===== src/hw/rtl/rsum_pkg.sv =====
// shared constants, codes and types of the range sum tree
package rsum_pkg;

	// tree geometry
	localparam int LEAVES  = 1024;
	localparam int LEAF_AW = $clog2(LEAVES);
	localparam int SZ      = 1 << LEAF_AW;
	localparam int NODES   = 2 * SZ;
	localparam int NODE_W  = LEAF_AW + 1;
	localparam int BND_W   = NODE_W + 1;

	// request field widths
	localparam int TYPE_W = 2;
	localparam int IDX_W  = 10;
	localparam int VAL_W  = 48;

	// request kinds
	localparam logic [TYPE_W-1:0] REQ_SET   = 2'd0;
	localparam logic [TYPE_W-1:0] REQ_SUB   = 2'd1;
	localparam logic [TYPE_W-1:0] REQ_QUERY = 2'd2;

	// datapath commands
	typedef logic [3:0] dp_op_t;
	localparam dp_op_t DP_NOP        = 4'd0;
	localparam dp_op_t DP_CLR_STEP   = 4'd1;
	localparam dp_op_t DP_CAPTURE    = 4'd2;
	localparam dp_op_t DP_LEAF_WR    = 4'd3;
	localparam dp_op_t DP_LEAF_RD    = 4'd4;
	localparam dp_op_t DP_LEAF_SUB   = 4'd5;
	localparam dp_op_t DP_SIB_RD     = 4'd6;
	localparam dp_op_t DP_PARENT_WR  = 4'd7;
	localparam dp_op_t DP_Q_INIT     = 4'd8;
	localparam dp_op_t DP_Q_RD       = 4'd9;
	localparam dp_op_t DP_Q_ACC      = 4'd10;
	localparam dp_op_t DP_RESULT     = 4'd11;

	// datapath status seen by the controller
	typedef struct packed {
		logic              clr_last;
		logic [TYPE_W-1:0] kind;
		logic              in_range;
		logic              q_empty;
		logic              at_root;
		logic              q_more;
	} sts_t;

endpackage


===== src/hw/rtl/rsum_ctrl.sv =====
// controller state machine of the range sum tree
module rsum_ctrl (
	input  logic              clk,
	input  logic              arst_n,
	input  logic              req_valid,
	output logic              req_stall,
	output logic              rsp_valid,
	input  logic              rsp_stall,
	output rsum_pkg::dp_op_t  cmd_op,
	input  rsum_pkg::sts_t    sts
);
	import rsum_pkg::*;

	localparam logic [3:0] S_CLEAR  = 4'd0;
	localparam logic [3:0] S_IDLE   = 4'd1;
	localparam logic [3:0] S_DECODE = 4'd2;
	localparam logic [3:0] S_SUB_WR = 4'd3;
	localparam logic [3:0] S_UP_RD  = 4'd4;
	localparam logic [3:0] S_UP_WR  = 4'd5;
	localparam logic [3:0] S_Q_RD   = 4'd6;
	localparam logic [3:0] S_Q_ACC  = 4'd7;
	localparam logic [3:0] S_DONE   = 4'd8;

	logic [3:0] state_q;
	logic [3:0] state_nxt;
	logic       rsp_valid_q;

	assign req_stall = (state_q != S_IDLE);
	assign rsp_valid = rsp_valid_q;

	always_comb begin
		state_nxt = state_q;
		cmd_op    = DP_NOP;
		unique case (state_q)
			S_CLEAR: begin
				cmd_op = DP_CLR_STEP;
				if (sts.clr_last) begin
					state_nxt = S_IDLE;
				end
			end
			S_IDLE: begin
				if (req_valid) begin
					cmd_op    = DP_CAPTURE;
					state_nxt = S_DECODE;
				end
			end
			S_DECODE: begin
				priority if (sts.kind == REQ_SET && sts.in_range) begin
					cmd_op    = DP_LEAF_WR;
					state_nxt = S_UP_RD;
				end else if (sts.kind == REQ_SUB && sts.in_range) begin
					cmd_op    = DP_LEAF_RD;
					state_nxt = S_SUB_WR;
				end else if (sts.kind == REQ_QUERY && !sts.q_empty) begin
					cmd_op    = DP_Q_INIT;
					state_nxt = S_Q_RD;
				end else begin
					state_nxt = S_DONE;
				end
			end
			S_SUB_WR: begin
				cmd_op    = DP_LEAF_SUB;
				state_nxt = S_UP_RD;
			end
			S_UP_RD: begin
				if (sts.at_root) begin
					state_nxt = S_DONE;
				end else begin
					cmd_op    = DP_SIB_RD;
					state_nxt = S_UP_WR;
				end
			end
			S_UP_WR: begin
				cmd_op    = DP_PARENT_WR;
				state_nxt = S_UP_RD;
			end
			S_Q_RD: begin
				if (sts.q_more) begin
					cmd_op    = DP_Q_RD;
					state_nxt = S_Q_ACC;
				end else begin
					state_nxt = S_DONE;
				end
			end
			S_Q_ACC: begin
				cmd_op    = DP_Q_ACC;
				state_nxt = S_Q_RD;
			end
			S_DONE: begin
				if (!rsp_valid_q || !rsp_stall) begin
					cmd_op    = DP_RESULT;
					state_nxt = S_IDLE;
				end
			end
			default: begin
				state_nxt = S_IDLE;
			end
		endcase
	end

	always_ff @(posedge clk or negedge arst_n) begin
		if (!arst_n) begin
			state_q     <= S_CLEAR;
			rsp_valid_q <= 1'b0;
		end else begin
			state_q <= state_nxt;
			if (cmd_op == DP_RESULT) begin
				rsp_valid_q <= 1'b1;
			end else if (!rsp_stall) begin
				rsp_valid_q <= 1'b0;
			end
		end
	end

	// no result can appear while the store is being cleared
	assert property (@(posedge clk) disable iff (!arst_n)
		(state_q == S_CLEAR) |-> !rsp_valid_q)
		else $error("result during clearing pass");

	// a waiting result is never overwritten
	assert property (@(posedge clk) disable iff (!arst_n)
		(state_q == S_DONE && rsp_valid_q && rsp_stall) |=> (state_q == S_DONE))
		else $error("result register overwritten");

	// the update walk only reads a sibling below the root
	assert property (@(posedge clk) disable iff (!arst_n)
		(state_q == S_UP_WR) |-> $past(!sts.at_root))
		else $error("sibling read at root");

endmodule


===== config.mk =====
export PLATFORM = sky130hd
export DESIGN_NAME = rsum_ctrl
export DESIGN_NICKNAME = d
export VERILOG_FILES = /design/src/hw/rtl/rsum_pkg.sv /design/src/hw/rtl/rsum_ctrl.sv
export SDC_FILE = /design/constraint.sdc
export NUM_CORES = 1
export LEC_CHECK = 0
export ABC_AREA = 1
export ABC_CLOCK_PERIOD_IN_PS = 4030
export BUFFER_PORTS_ARGS = -buffer_cell sky130_fd_sc_hd__buf_2
export CORE_AREA = 5 5 42 44
export DETAILED_ROUTE_END_ITERATION = 16
export DIE_AREA = 0 0 47 49
export GPL_TIMING_DRIVEN = 0
export PLACE_DENSITY_LB_ADDON = 0.08
export RECOVER_POWER = 25
export SYNTH_ARGS = -nofsm -noshare
export SYNTH_HDL_FRONTEND = slang
export SYNTH_SLANG_ARGS = --single-unit

===== constraint.sdc =====
create_clock -name clk -period 4.03 [get_ports clk]
set_clock_uncertainty 0.15 [all_clocks]
set_input_delay 0.2015 -clock clk [delete_from_list [all_inputs] [get_ports clk]]
set_output_delay 0.2015 -clock clk [all_outputs]
set_load 0.02 [all_outputs]

==> metrics.md <==
| Metric | Value |
|---|---|
| Status | completed |
| Multi-input gate area | 282 µm² |
| WL/cell | 10.5 µm |
| Met3 wire len | 71 µm |
| Vias | 557 |
| H-tree levels | 1 |
| Die height | 49 µm |
| DRT Pass-1 Iters | 4 |
| CP delay by family, top | simple AND/OR/NAND/NOR gates |
| Diode count | 0 |
| Synth top area share | 27.2% |
| TritonCTS clock tree | built |
| RR Endpoint | state_q[0] |
| Distinct cells, synth | 13 |
| Register share of total power | 23.6% |
| Share of layout cells above drive strength 1 | 25.7% |
| Max frequency | 531 MHz |
| Final TNS setup | 0 ps |
| # setup viols final | 0 |
| FFs w/ async S/R, synth | 100% |
| Worst skew pair latency | 240 ps |
| Row count | 14 |
| Filler cells | 164 |
| Root buf cell | clkbuf_4 |
| Vias in the first global route | 507 |
| Detailed Route Iter0 Violations | 21 |
| Worst reg2reg path startpoint | state_q[0] |
| Drt total wl | 1.23 mm |
| Die area | 2300 µm² |
| Global route total overflow | 0 |
| Worst hold slack | 91.6 ps |
| Wire length on met2 | 602 µm |
| Antenna Nets Post-Route | 0 |
| Power Dens Cells | 712 nW/µm² |
| Max clock buf depth | 2 |
| Mapped Area | 459 µm² |
| RSZ-0062 raised after global routing | false |
| Switch Pwr | 0.226 mW |
| Sequential fraction of the synthesis area | 27.2% |
| FF-to-FF path depth | 6 |
| DP Worst Slack | 2390 ps |
| Wl on met1 | 556 µm |
| Setup bufs post-CTS | 0 |
| Max-Cap Viols | 0 |
| Cells after Synth | 80 |
| Clk sinks | 5 |
| Slew margin rel. | 80.8% |
| Combinational share of power | 63.0% |
| DP HPWL | 1.02 mm |
| First-pass GRT wire length | 2.18 mm |
| Total number of yosys warnings | 0 |
| IO Pins | 17 |
| Crit-path max cell delay | 460 ps |
| Setup ws final | 2150 ps |
| Clock Power Share | 13.5% |
| Critical path, cell by cell | nor2_2 -> nand4_1 -> nand2_1 -> nor2_1 -> nand3_1 -> buf_2 |
| Final hold vios | 0 |
| Port-buffer cells | 16 |
| Num CTS Buffers | 3 |
| Area delta synth->final | 29.4% |
| Pins Over Slew Limit | 0 |
| Top sig layer | met3 |
| Critical path buffers and inverters | 1 |
| WHS Path Cells | 3 |
| Worst Max-Slew Pin Slew | 287 ps |
| Sw Share | 53.4% |
| Reg area | 125 µm² |
| Fin crit period | 1880 ps |
| DRC viols | 0 |
| Net Count, Synth | 91 |
| Initial antenna violation count | 0 |
| Setup slack on the worst flop-to-flop path | 2570 ps |
| Critical path startpoint category | register |
| Overall routing resource usage | 13.2% |
| Core Box Area | 1400 µm² |
| Final period utilization | 46.7% |
| Clock-pin slew on the worst setup and hold paths | 40 ps |
| Slowest CP cell | dfrtp_1 |
| Leakage power total | 0.346 nW |
| Post-synth EDFFs | 0 |
| Cell accounting for the most synthesized area | dfrtp_1 |
| Dominant synthesized flop cell | dfrtp_1 |
| Cell with the most instances after synthesis | nand2_1 |
| Int Pwr | 0.197 mW |
| Crit path max fanout | 7 |
| CP Class | register to primary output |
| Final net count | 113 |
| Final Util | 42.4% |
| Die X | 47 µm |
| Post-Synthesis Mean Instance Area | 5.74 µm² |
| Yosys reg bits | 5 |
| Critical Path RT | 3680 ps |
| Commonest cells in the synthesized netlist | nand2_1, nor2_1, inv_1 |
| Routed vias/inst | 4.76 |
| Top cells by area, synth | dfrtp_1, nand2_1, nor2_1 |
| HP Class | input pin to register |
| GP Congestion | 0.774 |
| Initial Util | 32.8% |
| Crit end category | primary output |
| Worst vdd ir | 0.339 mV |
| Hold endpoint | rsp_valid |
| Largest net degree at the start of global routing | 8 |
| Hold_sp | rsp_stall |
| Critical path data arrival time | 1530 ps |
## how the worst max path moves through the flow
stage	to	slack [ps]	cells after the start	startpoint
after floorplan	cmd_op[1]	2490	5	state_q[3]
after global placement	cmd_op[1]	2360	6	state_q[0]
after detailed placement	cmd_op[1]	2390	6	state_q[0]
after CTS	cmd_op[1]	2120	6	state_q[0]
after global routing	cmd_op[1]	1940	6	state_q[0]
final	cmd_op[1]	2150	6	state_q[0]
## power groups by stage
| stage | clock network (mW) | registers, mW | logic [mW] |
|---|---|---|---|
| CTS | 0.0606 | 0.0998 | 0.272 |
| global placement | 0 | 0.0995 | 0.269 |
| global route | 0.0695 | 0.105 | 0.306 |
| floorplan | 0 | 0.0994 | 0.191 |
| finish | 0.0570 | 0.0998 | 0.267 |
| detailed placement | 0 | 0.100 | 0.269 |
## cell usage in the layout (no fill, tap or decap), drive strengths merged
| master | instances |
|---|---|
| a21oi | 1 |
| dlygate4sd3 | 1 |
| nand4 | 6 |
| clkbuf | 5 |
| o211ai | 2 |
| nand2 | 22 |
| nor3 | 2 |
| nor2 | 19 |
| nand3b | 1 |
| dfrtp | 5 |
| buf | 15 |
| nand3 | 8 |
| inv | 14 |
## worst reg2reg max path, stage by stage (launching register included)
cell     delay [ps]
dfrtp_1         460
nor2_2          280
nand3_1         160
nor2_2          130
nor2_1           70
nand2_1          60
nand2_1          50
## flip-flops by register name, indices dropped and copies added (netlist names)
| name | cells |
|---|---|
| state_q | 4 |
| rsp_valid | 1 |
## metrics by stage
step | instances | power [mW] | instance area, µm²
finish | 117 | 0.423 | 594
global route | 117 | 0.481 | 594
CTS | 117 | 0.432 | 596
detailed placement | 112 | 0.369 | 559
global placement | 112 | 0.368 | 559
floorplan | 80 | 0.290 | 459
## cells by family after synthesis
family | count (synthesis) | share of synthesized area (%)
buffers and inverters | 14 | 11.4
AO/OA/AOI/OAI | 3 | 4.36
AND/OR/NAND/NOR | 58 | 57.0
flip-flops | 5 | 27.2
## timing repair
item                      CTS  global route
hold endpoints to repair    5             0
gates resized for setup     0             0
hold buffers                1             0
## routing by layer
| layer | up-vias | global-route usage (%) |
|---|---|---|
| met1 | 246 | 17.8 |
| li1 | 299 | - |
| met3 | 0 | 6.27 |
| met4 | 0 | 2.76 |
| met5 | - | 0 |
| met2 | 12 | 19.0 |
## cell type report
type | instances | share of cell area (%)
multi-input combinational | 61 | 47.4
timing repair buffer | 17 | 14.9
clock buffer | 4 | 4.42
inverter | 14 | 8.84
tap | 16 | 3.37
sequential | 5 | 21.1
Note: power is estimated with default switching activity, not from simulation.
